`config.mk`:
```
export PLATFORM = sky130hd
export DESIGN_NAME = text_console_writer
export DESIGN_NICKNAME = d
export VERILOG_FILES = /design/src/hdl/tcw_pkg.sv /design/src/hdl/text_console_writer.sv /design/src/hdl/tcw_bcd.sv /design/src/hdl/tcw_cursor.sv
export SDC_FILE = /design/constraint.sdc
export NUM_CORES = 1
export LEC_CHECK = 0
export BUFFER_PORTS_ARGS = -buffer_cell sky130_fd_sc_hd__clkbuf_2
export CAP_MARGIN = 10
export CORE_MARGIN = 3
export CORE_UTILIZATION = 60
export CTS_BUF_LIST = sky130_fd_sc_hd__clkbuf_16
export CTS_CLUSTER_SIZE = 28
export DETAILED_ROUTE_END_ITERATION = 6
export PLACE_DENSITY = 0.8
export SETUP_SLACK_MARGIN = 0.05
export SLEW_MARGIN = 15
export SYNTH_ARGS = -nofsm -noshare
export SYNTH_HDL_FRONTEND = slang
export SYNTH_SLANG_ARGS = --single-unit
```
`constraint.sdc`:
```
create_clock -name clock -period 3.2 [get_ports clock]
set_clock_uncertainty 0.05 [all_clocks]
set_input_delay 0.8 -clock clock [delete_from_list [all_inputs] [get_ports clock]]
set_output_delay 0.8 -clock clock [all_outputs]
set_load 0.02 [all_outputs]
```
`src/hdl/tcw_pkg.sv`:
```
// Shared types, constants and glyph helpers for the text console writer.
// No dependencies; every other file of the block refers to this package.
package tcw_pkg;

   // Default console geometry
   localparam int COLUMNS_DEFAULT = 40;
   localparam int ROWS_DEFAULT    = 25;

   // Field widths
   localparam int OP_W        = 2;
   localparam int VALUE_W     = 32;
   localparam int GLYPH_W     = 8;
   localparam int COLOR_W     = 4;
   localparam int COL_FIELD_W = 6;
   localparam int ROW_FIELD_W = 5;
   localparam int CSR_INDEX_W = 1;
   localparam int RSP_TDATA_W = 32;
   localparam int RSP_PAD_W   = RSP_TDATA_W - COL_FIELD_W - ROW_FIELD_W - GLYPH_W - 2 * COLOR_W;

   // Number formatting
   localparam int DIGIT_W    = 4;
   localparam int DEC_DIGITS = 10;
   localparam int HEX_DIGITS = VALUE_W / DIGIT_W;
   localparam int BCD_W      = DEC_DIGITS * DIGIT_W;

   // Operation codes
   typedef logic [OP_W-1:0] op_type;
   localparam op_type OP_CHAR = 2'd0;
   localparam op_type OP_HEX  = 2'd1;
   localparam op_type OP_DEC  = 2'd2;

   // Result kinds
   localparam logic KIND_WRITE = 1'b0;
   localparam logic KIND_CLEAR = 1'b1;

   // Register indexes
   localparam logic [CSR_INDEX_W-1:0] CSR_FOREGROUND = 1'b0;
   localparam logic [CSR_INDEX_W-1:0] CSR_BACKGROUND = 1'b1;

   localparam logic [COLOR_W-1:0] FOREGROUND_RESET = 4'd15;
   localparam logic [COLOR_W-1:0] BACKGROUND_RESET = 4'd0;

   // Character codes
   localparam logic [GLYPH_W-1:0] CHR_BS    = 8'd8;
   localparam logic [GLYPH_W-1:0] CHR_LF    = 8'd10;
   localparam logic [GLYPH_W-1:0] CHR_CR    = 8'd13;
   localparam logic [GLYPH_W-1:0] CHR_SPACE = 8'd32;
   localparam logic [GLYPH_W-1:0] CHR_TILDE = 8'd126;
   localparam logic [GLYPH_W-1:0] CHR_DEL   = 8'd127;
   localparam logic [GLYPH_W-1:0] CHR_ZERO  = 8'h30;
   localparam logic [GLYPH_W-1:0] CHR_UPPER_A = 8'h41;
   localparam logic [GLYPH_W-1:0] CHR_LOWER_X = 8'h78;

   // One character on its way to the cursor unit
   typedef struct packed {
      logic [GLYPH_W-1:0] glyph;
      logic               last;
   } byte_item_type;

   // Current cell colors
   typedef struct packed {
      logic [COLOR_W-1:0] foreground;
      logic [COLOR_W-1:0] background;
   } colors_type;

   // One result item
   typedef struct packed {
      logic                   kind;
      logic [COL_FIELD_W-1:0] column;
      logic [ROW_FIELD_W-1:0] row;
      logic [GLYPH_W-1:0]     glyph;
      logic [COLOR_W-1:0]     foreground;
      logic [COLOR_W-1:0]     background;
      logic                   last;
   } rsp_item_type;

   // Uppercase hex digit
   function automatic logic [GLYPH_W-1:0] hex_glyph(input logic [DIGIT_W-1:0] nib);
      logic [GLYPH_W-1:0] wide;
      wide = GLYPH_W'(nib);
      if (nib < 4'd10) begin
         hex_glyph = CHR_ZERO + wide;
      end else begin
         hex_glyph = CHR_UPPER_A + wide - 8'd10;
      end
   endfunction

   // Decimal digit
   function automatic logic [GLYPH_W-1:0] dec_glyph(input logic [DIGIT_W-1:0] digit);
      dec_glyph = CHR_ZERO + GLYPH_W'(digit);
   endfunction

endpackage

```
`src/hdl/text_console_writer.sv`:
```
// Top level of the text console writer: request sequencer, color registers,
// and the decimal converter and cursor unit below it.
// Depends on tcw_pkg, tcw_bcd and tcw_cursor.
//
//  channel  direction  handshake            payload
//  req_     in         req_tvalid/tready    tuser operation, tdata value
//  rsp_     out        rsp_tvalid/tready    tuser kind, tlast last, tdata cell
//  csr_     in         csr_valid/ready      csr_index register, csr_data color
//
// Each emitted character passes the cursor unit, which queues a clear after the
// cell write when the character also causes one. Decimal adds a bit-serial
// conversion and then drops leading zeros. One request is worked at a time.
// Reset puts the cursor at row 0, column 0 and colors at white on black.
// A stalled rsp_ side holds the cursor unit, which holds the sequencer.
module text_console_writer #(
   parameter int COLUMNS = tcw_pkg::COLUMNS_DEFAULT,
   parameter int ROWS    = tcw_pkg::ROWS_DEFAULT
) (
   input  logic                                clock,
   input  logic                                reset,
   input  logic                                req_tvalid,
   output logic                                req_tready,
   input  logic [tcw_pkg::VALUE_W-1:0]         req_tdata,   // value[31:0]
   input  logic [tcw_pkg::OP_W-1:0]            req_tuser,   // operation[1:0]
   output logic                                rsp_tvalid,
   input  logic                                rsp_tready,
   // column[5:0], row[10:6], glyph[18:11], foreground[22:19],
   // background[26:23], zero[31:27]
   output logic [tcw_pkg::RSP_TDATA_W-1:0]     rsp_tdata,
   output logic                                rsp_tuser,   // kind[0]
   output logic                                rsp_tlast,
   input  logic                                csr_valid,
   output logic                                csr_ready,
   input  logic [tcw_pkg::CSR_INDEX_W-1:0]     csr_index,
   input  logic [tcw_pkg::COLOR_W-1:0]         csr_data
);

   localparam int HEX_CNT_W = $clog2(tcw_pkg::HEX_DIGITS);
   localparam int VALUE_W   = tcw_pkg::VALUE_W;
   localparam int DIGIT_W   = tcw_pkg::DIGIT_W;

   typedef enum logic [2:0] {T_IDLE, T_CHAR, T_PFX_ZERO, T_PFX_X, T_HEX, T_DEC} seq_state_type;

   seq_state_type                state_ff, state_in;
   logic [tcw_pkg::GLYPH_W-1:0]  char_ff, char_in;
   logic [VALUE_W-1:0]           hex_ff, hex_in;
   logic [HEX_CNT_W-1:0]         hex_cnt_ff, hex_cnt_in;
   tcw_pkg::colors_type          colors_ff, colors_in;

   logic                         take_req;
   logic                         dec_start;
   logic                         digit_valid;
   logic                         digit_ready;
   logic [DIGIT_W-1:0]           digit;
   logic                         digit_last;
   logic                         byte_valid;
   logic                         byte_ready;
   tcw_pkg::byte_item_type       byte_item;
   logic                         take_byte;
   tcw_pkg::rsp_item_type        rsp_item;

   assign req_tready  = (state_ff == T_IDLE);
   assign take_req    = req_tvalid && req_tready;
   assign dec_start   = take_req && (req_tuser == tcw_pkg::OP_DEC);
   assign csr_ready   = 1'b1;
   assign take_byte   = byte_valid && byte_ready;
   assign digit_ready = (state_ff == T_DEC) && byte_ready;

   // Pick the next character for the cursor unit
   always_comb begin
      byte_valid = 1'b0;
      byte_item  = '0;
      unique case (state_ff)
         T_IDLE: begin
            byte_valid = 1'b0;
         end
         T_CHAR: begin
            byte_valid      = 1'b1;
            byte_item.glyph = char_ff;
            byte_item.last  = 1'b1;
         end
         T_PFX_ZERO: begin
            byte_valid      = 1'b1;
            byte_item.glyph = tcw_pkg::CHR_ZERO;
         end
         T_PFX_X: begin
            byte_valid      = 1'b1;
            byte_item.glyph = tcw_pkg::CHR_LOWER_X;
         end
         T_HEX: begin
            byte_valid      = 1'b1;
            byte_item.glyph = tcw_pkg::hex_glyph(hex_ff[VALUE_W-1 -: DIGIT_W]);
            byte_item.last  = (hex_cnt_ff == HEX_CNT_W'(tcw_pkg::HEX_DIGITS - 1));
         end
         T_DEC: begin
            byte_valid      = digit_valid;
            byte_item.glyph = tcw_pkg::dec_glyph(digit);
            byte_item.last  = digit_last;
         end
         default: byte_valid = 1'b0;
      endcase
   end

   // Sequencer and color registers
   always_comb begin
      state_in   = state_ff;
      char_in    = char_ff;
      hex_in     = hex_ff;
      hex_cnt_in = hex_cnt_ff;
      colors_in  = colors_ff;
      if (csr_valid) begin
         unique case (csr_index)
            tcw_pkg::CSR_FOREGROUND: colors_in.foreground = csr_data;
            tcw_pkg::CSR_BACKGROUND: colors_in.background = csr_data;
            default: colors_in = colors_ff;
         endcase
      end
      unique case (state_ff)
         T_IDLE: begin
            if (take_req) begin
               char_in    = req_tdata[tcw_pkg::GLYPH_W-1:0];
               hex_in     = req_tdata;
               hex_cnt_in = '0;
               case (req_tuser)
                  tcw_pkg::OP_CHAR: state_in = T_CHAR;
                  tcw_pkg::OP_HEX:  state_in = T_PFX_ZERO;
                  tcw_pkg::OP_DEC:  state_in = T_DEC;
                  default:          state_in = T_IDLE;
               endcase
            end
         end
         T_CHAR: begin
            if (take_byte) state_in = T_IDLE;
         end
         T_PFX_ZERO: begin
            if (take_byte) state_in = T_PFX_X;
         end
         T_PFX_X: begin
            if (take_byte) state_in = T_HEX;
         end
         T_HEX: begin
            if (take_byte) begin
               hex_in     = {hex_ff[VALUE_W-DIGIT_W-1:0], {DIGIT_W{1'b0}}};
               hex_cnt_in = hex_cnt_ff + HEX_CNT_W'(1);
               if (byte_item.last) state_in = T_IDLE;
            end
         end
         T_DEC: begin
            if (take_byte && byte_item.last) state_in = T_IDLE;
         end
         default: state_in = T_IDLE;
      endcase
   end

   always_ff @(posedge clock) begin
      if (reset) begin
         state_ff             <= T_IDLE;
         hex_cnt_ff           <= '0;
         colors_ff.foreground <= tcw_pkg::FOREGROUND_RESET;
         colors_ff.background <= tcw_pkg::BACKGROUND_RESET;
      end else begin
         state_ff   <= state_in;
         hex_cnt_ff <= hex_cnt_in;
         colors_ff  <= colors_in;
      end
      char_ff <= char_in;
      hex_ff  <= hex_in;
   end

   tcw_bcd u_bcd (
      .clock       (clock),
      .reset       (reset),
      .start       (dec_start),
      .start_value (req_tdata),
      .digit_valid (digit_valid),
      .digit_ready (digit_ready),
      .digit       (digit),
      .digit_last  (digit_last)
   );

   tcw_cursor #(
      .COLUMNS (COLUMNS),
      .ROWS    (ROWS)
   ) u_cursor (
      .clock      (clock),
      .reset      (reset),
      .byte_valid (byte_valid),
      .byte_ready (byte_ready),
      .byte_item  (byte_item),
      .colors     (colors_ff),
      .rsp_valid  (rsp_tvalid),
      .rsp_ready  (rsp_tready),
      .rsp_item   (rsp_item)
   );

   // Pack the result item onto the stream
   assign rsp_tdata = {{tcw_pkg::RSP_PAD_W{1'b0}}, rsp_item.background, rsp_item.foreground,
                       rsp_item.glyph, rsp_item.row, rsp_item.column};
   assign rsp_tuser = rsp_item.kind;
   assign rsp_tlast = rsp_item.last;

endmodule

```
`src/hdl/tcw_bcd.sv`:
```
// Binary to decimal converter: shift-add-3 over the 32 value bits, one bit per
// cycle, then hands out the digits most significant first without leading zeros.
// Depends on tcw_pkg.
module tcw_bcd (
   input  logic                            clock,
   input  logic                            reset,
   input  logic                            start,
   input  logic [tcw_pkg::VALUE_W-1:0]     start_value,
   output logic                            digit_valid,
   input  logic                            digit_ready,
   output logic [tcw_pkg::DIGIT_W-1:0]     digit,
   output logic                            digit_last
);

   localparam int BIT_CNT_W = $clog2(tcw_pkg::VALUE_W + 1);
   localparam int DIG_CNT_W = $clog2(tcw_pkg::DEC_DIGITS + 1);
   localparam int BCD_W     = tcw_pkg::BCD_W;
   localparam int DIGIT_W   = tcw_pkg::DIGIT_W;

   typedef enum logic [1:0] {B_IDLE, B_CONV, B_SKIP, B_EMIT} bcd_state_type;

   bcd_state_type                  state_ff, state_in;
   logic [tcw_pkg::VALUE_W-1:0]    bin_ff, bin_in;
   logic [BCD_W-1:0]               bcd_ff, bcd_in;
   logic [BCD_W-1:0]               bcd_adj;
   logic [BIT_CNT_W-1:0]           bit_cnt_ff, bit_cnt_in;
   logic [DIG_CNT_W-1:0]           dig_cnt_ff, dig_cnt_in;
   logic [DIGIT_W-1:0]             top_digit;

   assign top_digit   = bcd_ff[BCD_W-1 -: DIGIT_W];
   assign digit       = top_digit;
   assign digit_valid = (state_ff == B_EMIT);
   assign digit_last  = (dig_cnt_ff == DIG_CNT_W'(1));

   // Add three to every digit of five or more before the shift
   always_comb begin
      for (int d = 0; d < tcw_pkg::DEC_DIGITS; d++) begin
         if (bcd_ff[d*DIGIT_W +: DIGIT_W] >= 4'd5) begin
            bcd_adj[d*DIGIT_W +: DIGIT_W] = bcd_ff[d*DIGIT_W +: DIGIT_W] + 4'd3;
         end else begin
            bcd_adj[d*DIGIT_W +: DIGIT_W] = bcd_ff[d*DIGIT_W +: DIGIT_W];
         end
      end
   end

   // Sequence: convert, drop leading zeros, emit
   always_comb begin
      state_in   = state_ff;
      bin_in     = bin_ff;
      bcd_in     = bcd_ff;
      bit_cnt_in = bit_cnt_ff;
      dig_cnt_in = dig_cnt_ff;
      unique case (state_ff)
         B_IDLE: begin
            if (start) begin
               bin_in     = start_value;
               bcd_in     = '0;
               bit_cnt_in = BIT_CNT_W'(tcw_pkg::VALUE_W);
               state_in   = B_CONV;
            end
         end
         B_CONV: begin
            bcd_in     = {bcd_adj[BCD_W-2:0], bin_ff[tcw_pkg::VALUE_W-1]};
            bin_in     = {bin_ff[tcw_pkg::VALUE_W-2:0], 1'b0};
            bit_cnt_in = bit_cnt_ff - BIT_CNT_W'(1);
            if (bit_cnt_ff == BIT_CNT_W'(1)) begin
               dig_cnt_in = DIG_CNT_W'(tcw_pkg::DEC_DIGITS);
               state_in   = B_SKIP;
            end
         end
         B_SKIP: begin
            // keep at least one digit so that zero prints as "0"
            if (top_digit == '0 && dig_cnt_ff != DIG_CNT_W'(1)) begin
               bcd_in     = {bcd_ff[BCD_W-DIGIT_W-1:0], {DIGIT_W{1'b0}}};
               dig_cnt_in = dig_cnt_ff - DIG_CNT_W'(1);
            end else begin
               state_in = B_EMIT;
            end
         end
         B_EMIT: begin
            if (digit_ready) begin
               bcd_in     = {bcd_ff[BCD_W-DIGIT_W-1:0], {DIGIT_W{1'b0}}};
               dig_cnt_in = dig_cnt_ff - DIG_CNT_W'(1);
               if (digit_last) begin
                  state_in = B_IDLE;
               end
            end
         end
         default: state_in = B_IDLE;
      endcase
   end

   always_ff @(posedge clock) begin
      if (reset) begin
         state_ff   <= B_IDLE;
         bit_cnt_ff <= '0;
         dig_cnt_ff <= '0;
      end else begin
         state_ff   <= state_in;
         bit_cnt_ff <= bit_cnt_in;
         dig_cnt_ff <= dig_cnt_in;
      end
      bin_ff <= bin_in;
      bcd_ff <= bcd_in;
   end

   // Conversion never runs past its last bit
   a_conv_count: assert property (@(posedge clock) disable iff (reset)
      state_ff == B_CONV |-> bit_cnt_ff != '0)
      else $error("converter bit count ran out");

   // Digit count stays within the ten decimal places while emitting
   a_emit_count: assert property (@(posedge clock) disable iff (reset)
      state_ff == B_EMIT |-> (dig_cnt_ff != '0 &&
                              dig_cnt_ff <= DIG_CNT_W'(tcw_pkg::DEC_DIGITS)))
      else $error("digit count out of range");

   // Every emitted digit is a proper decimal digit
   a_digit_range: assert property (@(posedge clock) disable iff (reset)
      digit_valid |-> digit <= 4'd9)
      else $error("non-decimal digit emitted");

endmodule

```
`src/hdl/tcw_cursor.sv`:
```
// Cursor unit: takes one character at a time, moves the cursor and queues the
// cell write and clear-screen items it causes into a registered output slot.
// Depends on tcw_pkg.
module tcw_cursor #(
   parameter int COLUMNS = tcw_pkg::COLUMNS_DEFAULT,
   parameter int ROWS    = tcw_pkg::ROWS_DEFAULT
) (
   input  logic                   clock,
   input  logic                   reset,
   input  logic                   byte_valid,
   output logic                   byte_ready,
   input  tcw_pkg::byte_item_type byte_item,
   input  tcw_pkg::colors_type    colors,
   output logic                   rsp_valid,
   input  logic                   rsp_ready,
   output tcw_pkg::rsp_item_type  rsp_item
);

   localparam int COL_W = $clog2(COLUMNS);
   localparam int ROW_W = (ROWS > 1) ? $clog2(ROWS) : 1;
   localparam logic [COL_W-1:0] LAST_COL = COL_W'(COLUMNS - 1);
   localparam logic [ROW_W-1:0] LAST_ROW = ROW_W'(ROWS - 1);

   logic [COL_W-1:0]             col_ff, col_in;
   logic [ROW_W-1:0]             row_ff, row_in;
   logic                         wr_pend_ff, wr_pend_in;
   logic                         clr_pend_ff, clr_pend_in;
   logic                         last_pend_ff, last_pend_in;
   logic [COL_W-1:0]             wr_col_ff, wr_col_in;
   logic [ROW_W-1:0]             wr_row_ff, wr_row_in;
   logic [tcw_pkg::GLYPH_W-1:0]  wr_glyph_ff, wr_glyph_in;
   logic                         rsp_valid_ff, rsp_valid_in;
   tcw_pkg::rsp_item_type        rsp_item_ff, rsp_item_in;
   logic                         take_byte;
   logic                         out_free;
   logic [tcw_pkg::GLYPH_W-1:0]  b;

   assign byte_ready = !wr_pend_ff && !clr_pend_ff;
   assign take_byte  = byte_valid && byte_ready;
   assign out_free   = !rsp_valid_ff || rsp_ready;
   assign rsp_valid  = rsp_valid_ff;
   assign rsp_item   = rsp_item_ff;
   assign b          = byte_item.glyph;

   // Decode the character and step the cursor
   always_comb begin
      col_in       = col_ff;
      row_in       = row_ff;
      wr_pend_in   = wr_pend_ff;
      clr_pend_in  = clr_pend_ff;
      last_pend_in = last_pend_ff;
      wr_col_in    = wr_col_ff;
      wr_row_in    = wr_row_ff;
      wr_glyph_in  = wr_glyph_ff;
      if (take_byte) begin
         last_pend_in = byte_item.last;
         case (b) inside
            tcw_pkg::CHR_LF, tcw_pkg::CHR_CR: begin
               col_in = '0;
               if (row_ff == LAST_ROW) begin
                  row_in      = '0;
                  clr_pend_in = 1'b1;
               end else begin
                  row_in = row_ff + ROW_W'(1);
               end
            end
            tcw_pkg::CHR_BS, tcw_pkg::CHR_DEL: begin
               // step back, wrapping to the end of the previous row
               if (col_ff != '0) begin
                  col_in = col_ff - COL_W'(1);
               end else if (row_ff != '0) begin
                  row_in = row_ff - ROW_W'(1);
                  col_in = LAST_COL;
               end
               wr_pend_in  = 1'b1;
               wr_col_in   = col_in;
               wr_row_in   = row_in;
               wr_glyph_in = tcw_pkg::CHR_SPACE;
            end
            default: begin
               if (b >= tcw_pkg::CHR_SPACE && b <= tcw_pkg::CHR_TILDE) begin
                  wr_pend_in  = 1'b1;
                  wr_col_in   = col_ff;
                  wr_row_in   = row_ff;
                  wr_glyph_in = b;
                  if (col_ff == LAST_COL) begin
                     col_in = '0;
                     if (row_ff == LAST_ROW) begin
                        row_in      = '0;
                        clr_pend_in = 1'b1;
                     end else begin
                        row_in = row_ff + ROW_W'(1);
                     end
                  end else begin
                     col_in = col_ff + COL_W'(1);
                  end
               end
            end
         endcase
      end

      // Move a queued item into the output slot, the write before the clear
      rsp_valid_in = rsp_valid_ff && !rsp_ready;
      rsp_item_in  = rsp_item_ff;
      if (out_free && wr_pend_ff) begin
         rsp_valid_in           = 1'b1;
         rsp_item_in.kind       = tcw_pkg::KIND_WRITE;
         rsp_item_in.column     = tcw_pkg::COL_FIELD_W'(wr_col_ff);
         rsp_item_in.row        = tcw_pkg::ROW_FIELD_W'(wr_row_ff);
         rsp_item_in.glyph      = wr_glyph_ff;
         rsp_item_in.foreground = colors.foreground;
         rsp_item_in.background = colors.background;
         rsp_item_in.last       = last_pend_ff && !clr_pend_ff;
         wr_pend_in             = 1'b0;
      end else if (out_free && clr_pend_ff) begin
         rsp_valid_in      = 1'b1;
         rsp_item_in       = '0;
         rsp_item_in.kind  = tcw_pkg::KIND_CLEAR;
         rsp_item_in.last  = last_pend_ff;
         clr_pend_in       = 1'b0;
      end
   end

   always_ff @(posedge clock) begin
      if (reset) begin
         col_ff       <= '0;
         row_ff       <= '0;
         wr_pend_ff   <= 1'b0;
         clr_pend_ff  <= 1'b0;
         rsp_valid_ff <= 1'b0;
      end else begin
         col_ff       <= col_in;
         row_ff       <= row_in;
         wr_pend_ff   <= wr_pend_in;
         clr_pend_ff  <= clr_pend_in;
         rsp_valid_ff <= rsp_valid_in;
      end
      last_pend_ff <= last_pend_in;
      wr_col_ff    <= wr_col_in;
      wr_row_ff    <= wr_row_in;
      wr_glyph_ff  <= wr_glyph_in;
      rsp_item_ff  <= rsp_item_in;
   end

   // Cursor column stays on the screen
   a_col_range: assert property (@(posedge clock) disable iff (reset)
      col_ff <= LAST_COL)
      else $error("cursor column past last column");

   // Cursor row stays on the screen
   a_row_range: assert property (@(posedge clock) disable iff (reset)
      row_ff <= LAST_ROW)
      else $error("cursor row past last row");

   // A queued clear always leaves the cursor at the top row
   a_clear_top: assert property (@(posedge clock) disable iff (reset)
      clr_pend_ff |-> row_ff == '0)
      else $error("clear queued with cursor off the top row");

endmodule
```
* Yosys cells after proc, flatten, opt, wreduce, memory -nomap -nowiden *
Index checks and enable logic that the tools add are counted.

storage, ports and cells
  bits in registers = 201
  bits of input ports = 44
  output and inout port bits = 37
  logic and storage cells = 221

operators by class
  add/sub/neg operators = 21
  magnitude comparators = 13
  equal/unequal tests = 33
  mux-type cells = 79
  bitwise operators = 2
  reductions and logical operators = 46

operator list
  cell                   count
  $pmux W40 S4           1
  $pmux W32 S2           2
  $mux W40               3
  $mux W32               3
  $mux W28               2
  $mux W6                9
  $mux W4                12
  $mux W5                9
  $ge A4 B3 Y1 const B   10
  $pmux W8 S5            1
  $add A4 B2 Y4 const B  9
  $mux W3                10
  $eq A8 B4 Y1 const B   3
  $pmux W3 S6            1
  $mux W8                2
  $add A6 B4 Y7 const A  2
  $ne A2 B2 Y1 const B   7
  $logic_and A1 B1 Y1    12
  $mux W1                12
  $ne A2 B1 Y1 const B   6
  $pmux W4 S3            1
  $pmux W6 S2            1
  $reduce_and A3 Y1      4
  $sub A6 B1 Y6 const B  2
  44 further kinds       70

* Longest topological paths before layout *
  word-level depth = 12
  depth in mapped cells = 11
  mapped depth without buffers = 10

* Hierarchy *
A second synthesis with hierarchy kept.

second synthesis, totals
  cell total of the unflattened synthesis = 920
  area total of the unflattened synthesis = 10468.8 µm²

modules (own cells, without submodules)
  module               times used  cells an instance  area each (µm²)  seq. area each (µm²)
  tcw_bcd              1           411                4720.8           2402.3
  tcw_cursor           1           295                3155.5           1741.7
  text_console_writer  1           214                2592.5           1481.4

* Worst setup path before layout *
No wires, ideal clock.

  kind = register to register
  from = register state_ff[0]
  to = register u_bcd.bit_cnt_ff[4]
  library setup time = 115 ps
  data arrival time = 3004 ps
  data required time = 3035 ps
  slack = 31 ps
  cell stages (with the launch flop) = 12
  path buffers = 2
  period minus slack after synthesis = 3169 ps
  cells stage by stage = dfxtp_1 -> buf_6 -> buf_6 -> nor3_1 -> nand3_1 -> nand2_1 -> o21ai_0 -> inv_1 -> nand2_1 -> nor3_1 -> xnor2_1 -> nor2_1

on the way
  word-level cells in the longest chain between the ends = 5

RTL lines
  element                             line                        RTL
  start: declaration                  text_console_writer.sv:44   seq_state_type state_ff, state_in;
  start signal: assignment            text_console_writer.sv:162  state_ff <= state_in;
  $logic_not A3 Y1                    text_console_writer.sv:62   assign req_tready = (state_ff == T_IDLE);
  via req_tready                      text_console_writer.sv:22   output logic req_tready,
  $logic_and A1 B1 Y1                 text_console_writer.sv:63   assign take_req = req_tvalid && req_tready;
  $logic_and A1 B1 Y1                 text_console_writer.sv:64   assign dec_start = take_req && (req_tuser == tcw_pkg::OP_DEC);
  $ne A2 B2 Y1 (no source line)       -
  $reduce_and A2 Y1 (no source line)  -
  end signal: assignment              tcw_bcd.sv:100              bit_cnt_ff <= bit_cnt_in;
  end: declaration                    tcw_bcd.sv:26               logic [BIT_CNT_W-1:0] bit_cnt_ff, bit_cnt_in;

The timed path passes the listed nets, and every way through them passes these cells.
A chain may end at the register's enable or synchronous reset.

* Worst setup path after layout *
  from = register hex_ff[28]
  to = register u_cursor.col_ff[5]

on the way
  word-level cells in the longest chain between the ends = 8
  elaborated cells on any way between the ends = 19
  classes of those cells = add/sub (3); order compare (3); eq/ne (4); mux (4); reduce/logical (5)

RTL lines
  element                                                                line                                RTL
  start: declaration                                                     text_console_writer.sv:46           logic [VALUE_W-1:0] hex_ff, hex_in;
  start signal: assignment                                               text_console_writer.sv:167          hex_ff <= hex_in;
  $add A7 B4 Y8                                                          tcw_pkg.sv:84                       hex_glyph = CHR_UPPER_A + wide - 8'd10;
  $sub A8 B4 Y8                                                          tcw_pkg.sv:84
  $mux W8 (*)                                                            tcw_pkg.sv:81                       if (nib < 4'd10) begin
  $pmux W8 S5 (*)                                                        text_console_writer.sv:73           unique case (state_ff)
  $ge A8 B6 Y1, or another cell as far along                             tcw_cursor.sv:81                    if (b >= tcw_pkg::CHR_SPACE && b <= tcw_pkg::CHR_TILDE) begin
  $logic_and A1 B1 Y1 / $reduce_or A2 Y1 (equally long branches)         tcw_cursor.sv:81, tcw_cursor.sv:57
  $reduce_bool A3 Y1 (no source line) / $mux W6 (equally long branches)  -
  $reduce_and A2 Y1 (no source line) / $mux W6 (equally long branches)   -
  end signal: assignment                                                 tcw_cursor.sv:132                   col_ff <= col_in;
  end: declaration                                                       tcw_cursor.sv:24                    logic [COL_W-1:0] col_ff, col_in;

Every way passes the cells marked *; elsewhere a longest branch is shown, timed or not.

==> flow_summary_export.csv <==
group,metric,value,unit
pwr,pwr-share-clk,26.0,%
flow_run,drv_cap,0,
route,wirelength,20.95,mm
floorplanning,die_area,0.01923,sq mm
placement,numPortBuffers,74,
placement,gp_congestion,0.9119,
sta,slew_violations,0,
setup_path,cp-endpoint,"u_cursor.col_ff[5]",
floorplanning,num_io_pins,81,
route,drtAntennaViolNets,0,
route,first_iter_violations,684,
route,post_drt_wl_per_cell,15.84,um
setup_path,cp_num_buf_inv,1,
clocking,numCtsBuffers,22,
pwr,switchingPower,2997,uW
sta,rsz0062_at_grt,"no",
setup_path,crit_type,"flop to flop",
clocking,cts.sinks,201,
clocking,cts_resized,0,
route,viasPerCell,5.756,
final_layout,antenna_cells,0,
synth,yosysTopAreaCell,"edfxtp_1",
pwr,comb_power_share,28.7,%
setup_path,cp-end-kind,"flop",
route,drt_drc_violations_left,0,
floorplanning,core-area,0.01688,sq mm
final_layout,area_delta_synth_final,12.00,%
setup_path,rr_worst_depth,10,
setup_path,critPathMaxFanout,7,
final_layout,post-route-util,70.09,%
sta,final_hold_viol_count,0,
setup_path,path_depth,10,
synth,syn_area,0.01056,sq mm
sta,finalSetupViolCount,0,
clocking,clk_latency,0.50,ns
placement,place_ws,0.1940,ns
floorplanning,die_w,138.7,um
floorplanning,fp.dieH,138.7,um
global_routing,antenna_found_initial,0,
global_routing,met3_usage,3.345,%
clocking,h-tree-depth,1,
pwr,p_leak,0.004630,uW
final_layout,final-instance-count-excl-fill,1323,
synth,synth.ff_latch_count,201,
clocking,cts_setup_buffers,0,
placement,dp_hpwl,14.21,mm
setup_path,path_cells,"inv_1 -> ha_1 -> a21oi_2 -> nand2_1 -> a311o_1 -> o32ai_1 -> and2_1 -> o31ai_2 -> or3_1 -> a21oi_1",
sta,worst_pin_slew,0.8170,ns
setup_path,critPathTopFamily,"compound AO/OA/AOI/OAI gates",
setup_path,r2r-end,"u_cursor.col_ff[5]",
global_routing,grt_pass1_wl,35.36,mm
global_routing,grt_max_degree,53,
clocking,clockBufferDepth,3,
pwr,peakVddDrop,570.7,uV
synth,synth_edf_count,160,
placement,place_inst,1283,
clocking,root_buffer,"clkbuf_16",
synth,synth-warning-count,0,
setup_path,cpPeakStageDelay,0.44,ns
global_routing,grt_pass1_vias,7342,
final_layout,nets,1169,
clocking,path_clk_slew,0.06,ns
status,outcome,"completed",
route,via_count,7615,
global_routing,groute.usage.overall,21.50,%
synth,synth.distinct_cells,76,
sta,timing.max_slew.rel_slack,45.53,%
pwr,switching_share,33.37,%
pwr,power_density,759.3,mW/mm^2
sta,max_freq,333.8,MHz
final_layout,layout_common_cells,"nand2_1 (166), edfxtp_1 (160), nor2_1 (109)",
sta,finalCriticalPeriod,2.996,ns
worst_hold_path,hold_start,"colors_ff[2]",
setup_path,r2r_setup_slack,0.20,ns
setup_path,crit_required,3.57,ns
sta,hold_slack,0.4020,ns
clocking,cts_tree,"built",
clocking,holdBufCountCts,0,
pwr,seqPwrFrac,45.2,%
synth,ys.flop_type,"edfxtp_1",
floorplanning,row_count,47,
setup_path,start_kind,"flop",
synth,yosysSeqAreaShare,53.26,%
synth,synth_cells,1020,
final_layout,drive_above_1_share,17.14,%
setup_path,startpoint,"hex_ff[28]",
sta,setup_tns,0,ns
setup_path,arrival,3.37,ns
setup_path,timing.rr.start,"hex_ff[28]",
synth,synth_area_leaders,"edfxtp_1 (45%), dfxtp_1 (7.8%), nand2_1 (5.9%)",
final_layout,layout_commonest_cell,"nand2_1",
global_routing,grt.busiest_layer,"met2",
synth,syn_avg_cell_area,10.35,sq um
global_routing,met2_usage,35.79,%
worst_hold_path,hold_path_class,"flop to flop",
synth,async_reset_ff_share,0,%
global_routing,overflow,0,
route,drt-pass1-iter-count,5,
global_routing,use_met1,30.19,%
sta,final.period_utilization,93.62,%
setup_path,cp_slowest_cell,"a311o_1",
sta,fin_ws,0.2043,ns
synth,synth.top_cell.area_share,45.49,%
floorplanning,start_util,62.58,%
pwr,internal_power,5985,uW
==> per-layer routing <==
| metal | routed length, um | vias to the layer above |
|---|---|---|
| li1 | - | 3758 |
| met1 | 9309 | 3593 |
| met2 | 10040 | 245 |
| met3 | 1258 | 19 |
| met4 | 340 | 0 |
| met5 | 0 | - |
==> worst min-delay path, stage by stage (launching register included) <==
cell and delay, ns:
dfxtp_1 0.30, nand2_1 0.05, a21oi_1 0.05
==> flip-flops by register name, summed over array words and instances, names as in the netlist <==
signal                 flops
u_bcd.bcd_ff              40
hex_ff                    32
u_bcd.bin_ff              32
u_cursor.rsp_item         29
char_ff                    8
colors_ff                  8
u_cursor.wr_glyph_ff       8
u_bcd.bit_cnt_ff           6
u_cursor.col_ff            6
u_cursor.wr_col_ff         6
u_cursor.row_ff            5
u_cursor.wr_row_ff         5
u_bcd.dig_cnt_ff           4
hex_cnt_ff                 3
state_ff                   3
u_bcd.state_ff             2
u_cursor.clr_pend_ff       1
u_cursor.last_pend_ff      1
u_cursor.rsp_valid         1
u_cursor.wr_pend_ff        1
==> metrics by stage <==
| stage | instance area [sq um] | total power, uW |
|---|---|---|
| floorplan | 10580 | 5987 |
| global placement | 11130 | 6562 |
| detailed placement | 11130 | 6664 |
| CTS | 11800 | 9029 |
| global route | 11830 | 9553 |
| finish | 11830 | 8982 |
==> layout make-up <==
class | count | area, sq um
fill | 1222 | 5049
multi-input combinational | 721 | 4529
inverter | 43 | 165.2
tap | 220 | 275.3
sequential | 201 | 5625
timing repair buffer | 98 | 563.0
clock buffer | 22 | 550.5
clock inverter | 18 | 120.1
==> synth_stat cells (3+ instances only) <==
master	count
o21a_1	6
buf_1	3
a21boi_0	4
and3_1	36
and2_1	12
nand2_1	166
buf_6	5
o21ai_0	31
buf_4	9
o211ai_1	3
o31ai_1	4
ha_1	38
inv_1	41
buf_2	3
mux2_2	33
dfxtp_1	41
edfxtp_1	160
o21ai_1	5
a211oi_1	6
nor2b_1	7
a221oi_1	3
nand3b_1	3
clkbuf_1	39
xor2_1	10
nand2b_1	23
nor2_1	110
or3_1	4
a21oi_1	47
nand4b_1	3
a22oi_1	38
a31oi_1	4
nor4_1	5
mux2i_1	20
nand4_1	3
nand3_1	19
xnor2_1	16
nor3_1	10
==> kinds of logic (layout without fill, tap and decap cells) <==
family,count (synthesis),in the layout,share of synthesized area [%]
adder cells (fa/ha/maj),38,38,4.502
AND/OR/NAND/NOR,419,419,18.62
other,2,6,0.07111
XOR/XNOR,26,26,2.156
flip-flops,201,201,53.26
multiplexers,53,53,5.414
buffers and inverters,102,181,4.336
AO/OA/AOI/OAI,179,179,11.63
==> worst min path at each step <==
stage,endpoint,slack (ns),depth (start not counted)
after floorplan,colors_ff[0],0.38,2
after detailed placement,colors_ff[2],0.39,2
after global routing,colors_ff[0],0.44,2
after global placement,colors_ff[2],0.39,2
after CTS,colors_ff[2],0.40,2
final,colors_ff[2],0.40,2
==> power groups by stage <==
| stage | clock network, uW | registers [uW] | logic (uW) |
|---|---|---|---|
| global route | 2480 | 4150 | 2920 |
| detailed placement | 0 | 4110 | 2550 |
| CTS | 2380 | 4060 | 2580 |
| finish | 2340 | 4060 | 2580 |
| global placement | 0 | 4080 | 2480 |
| floorplan | 0 | 4010 | 1980 |
Note: power is estimated with default switching activity, not from simulation.
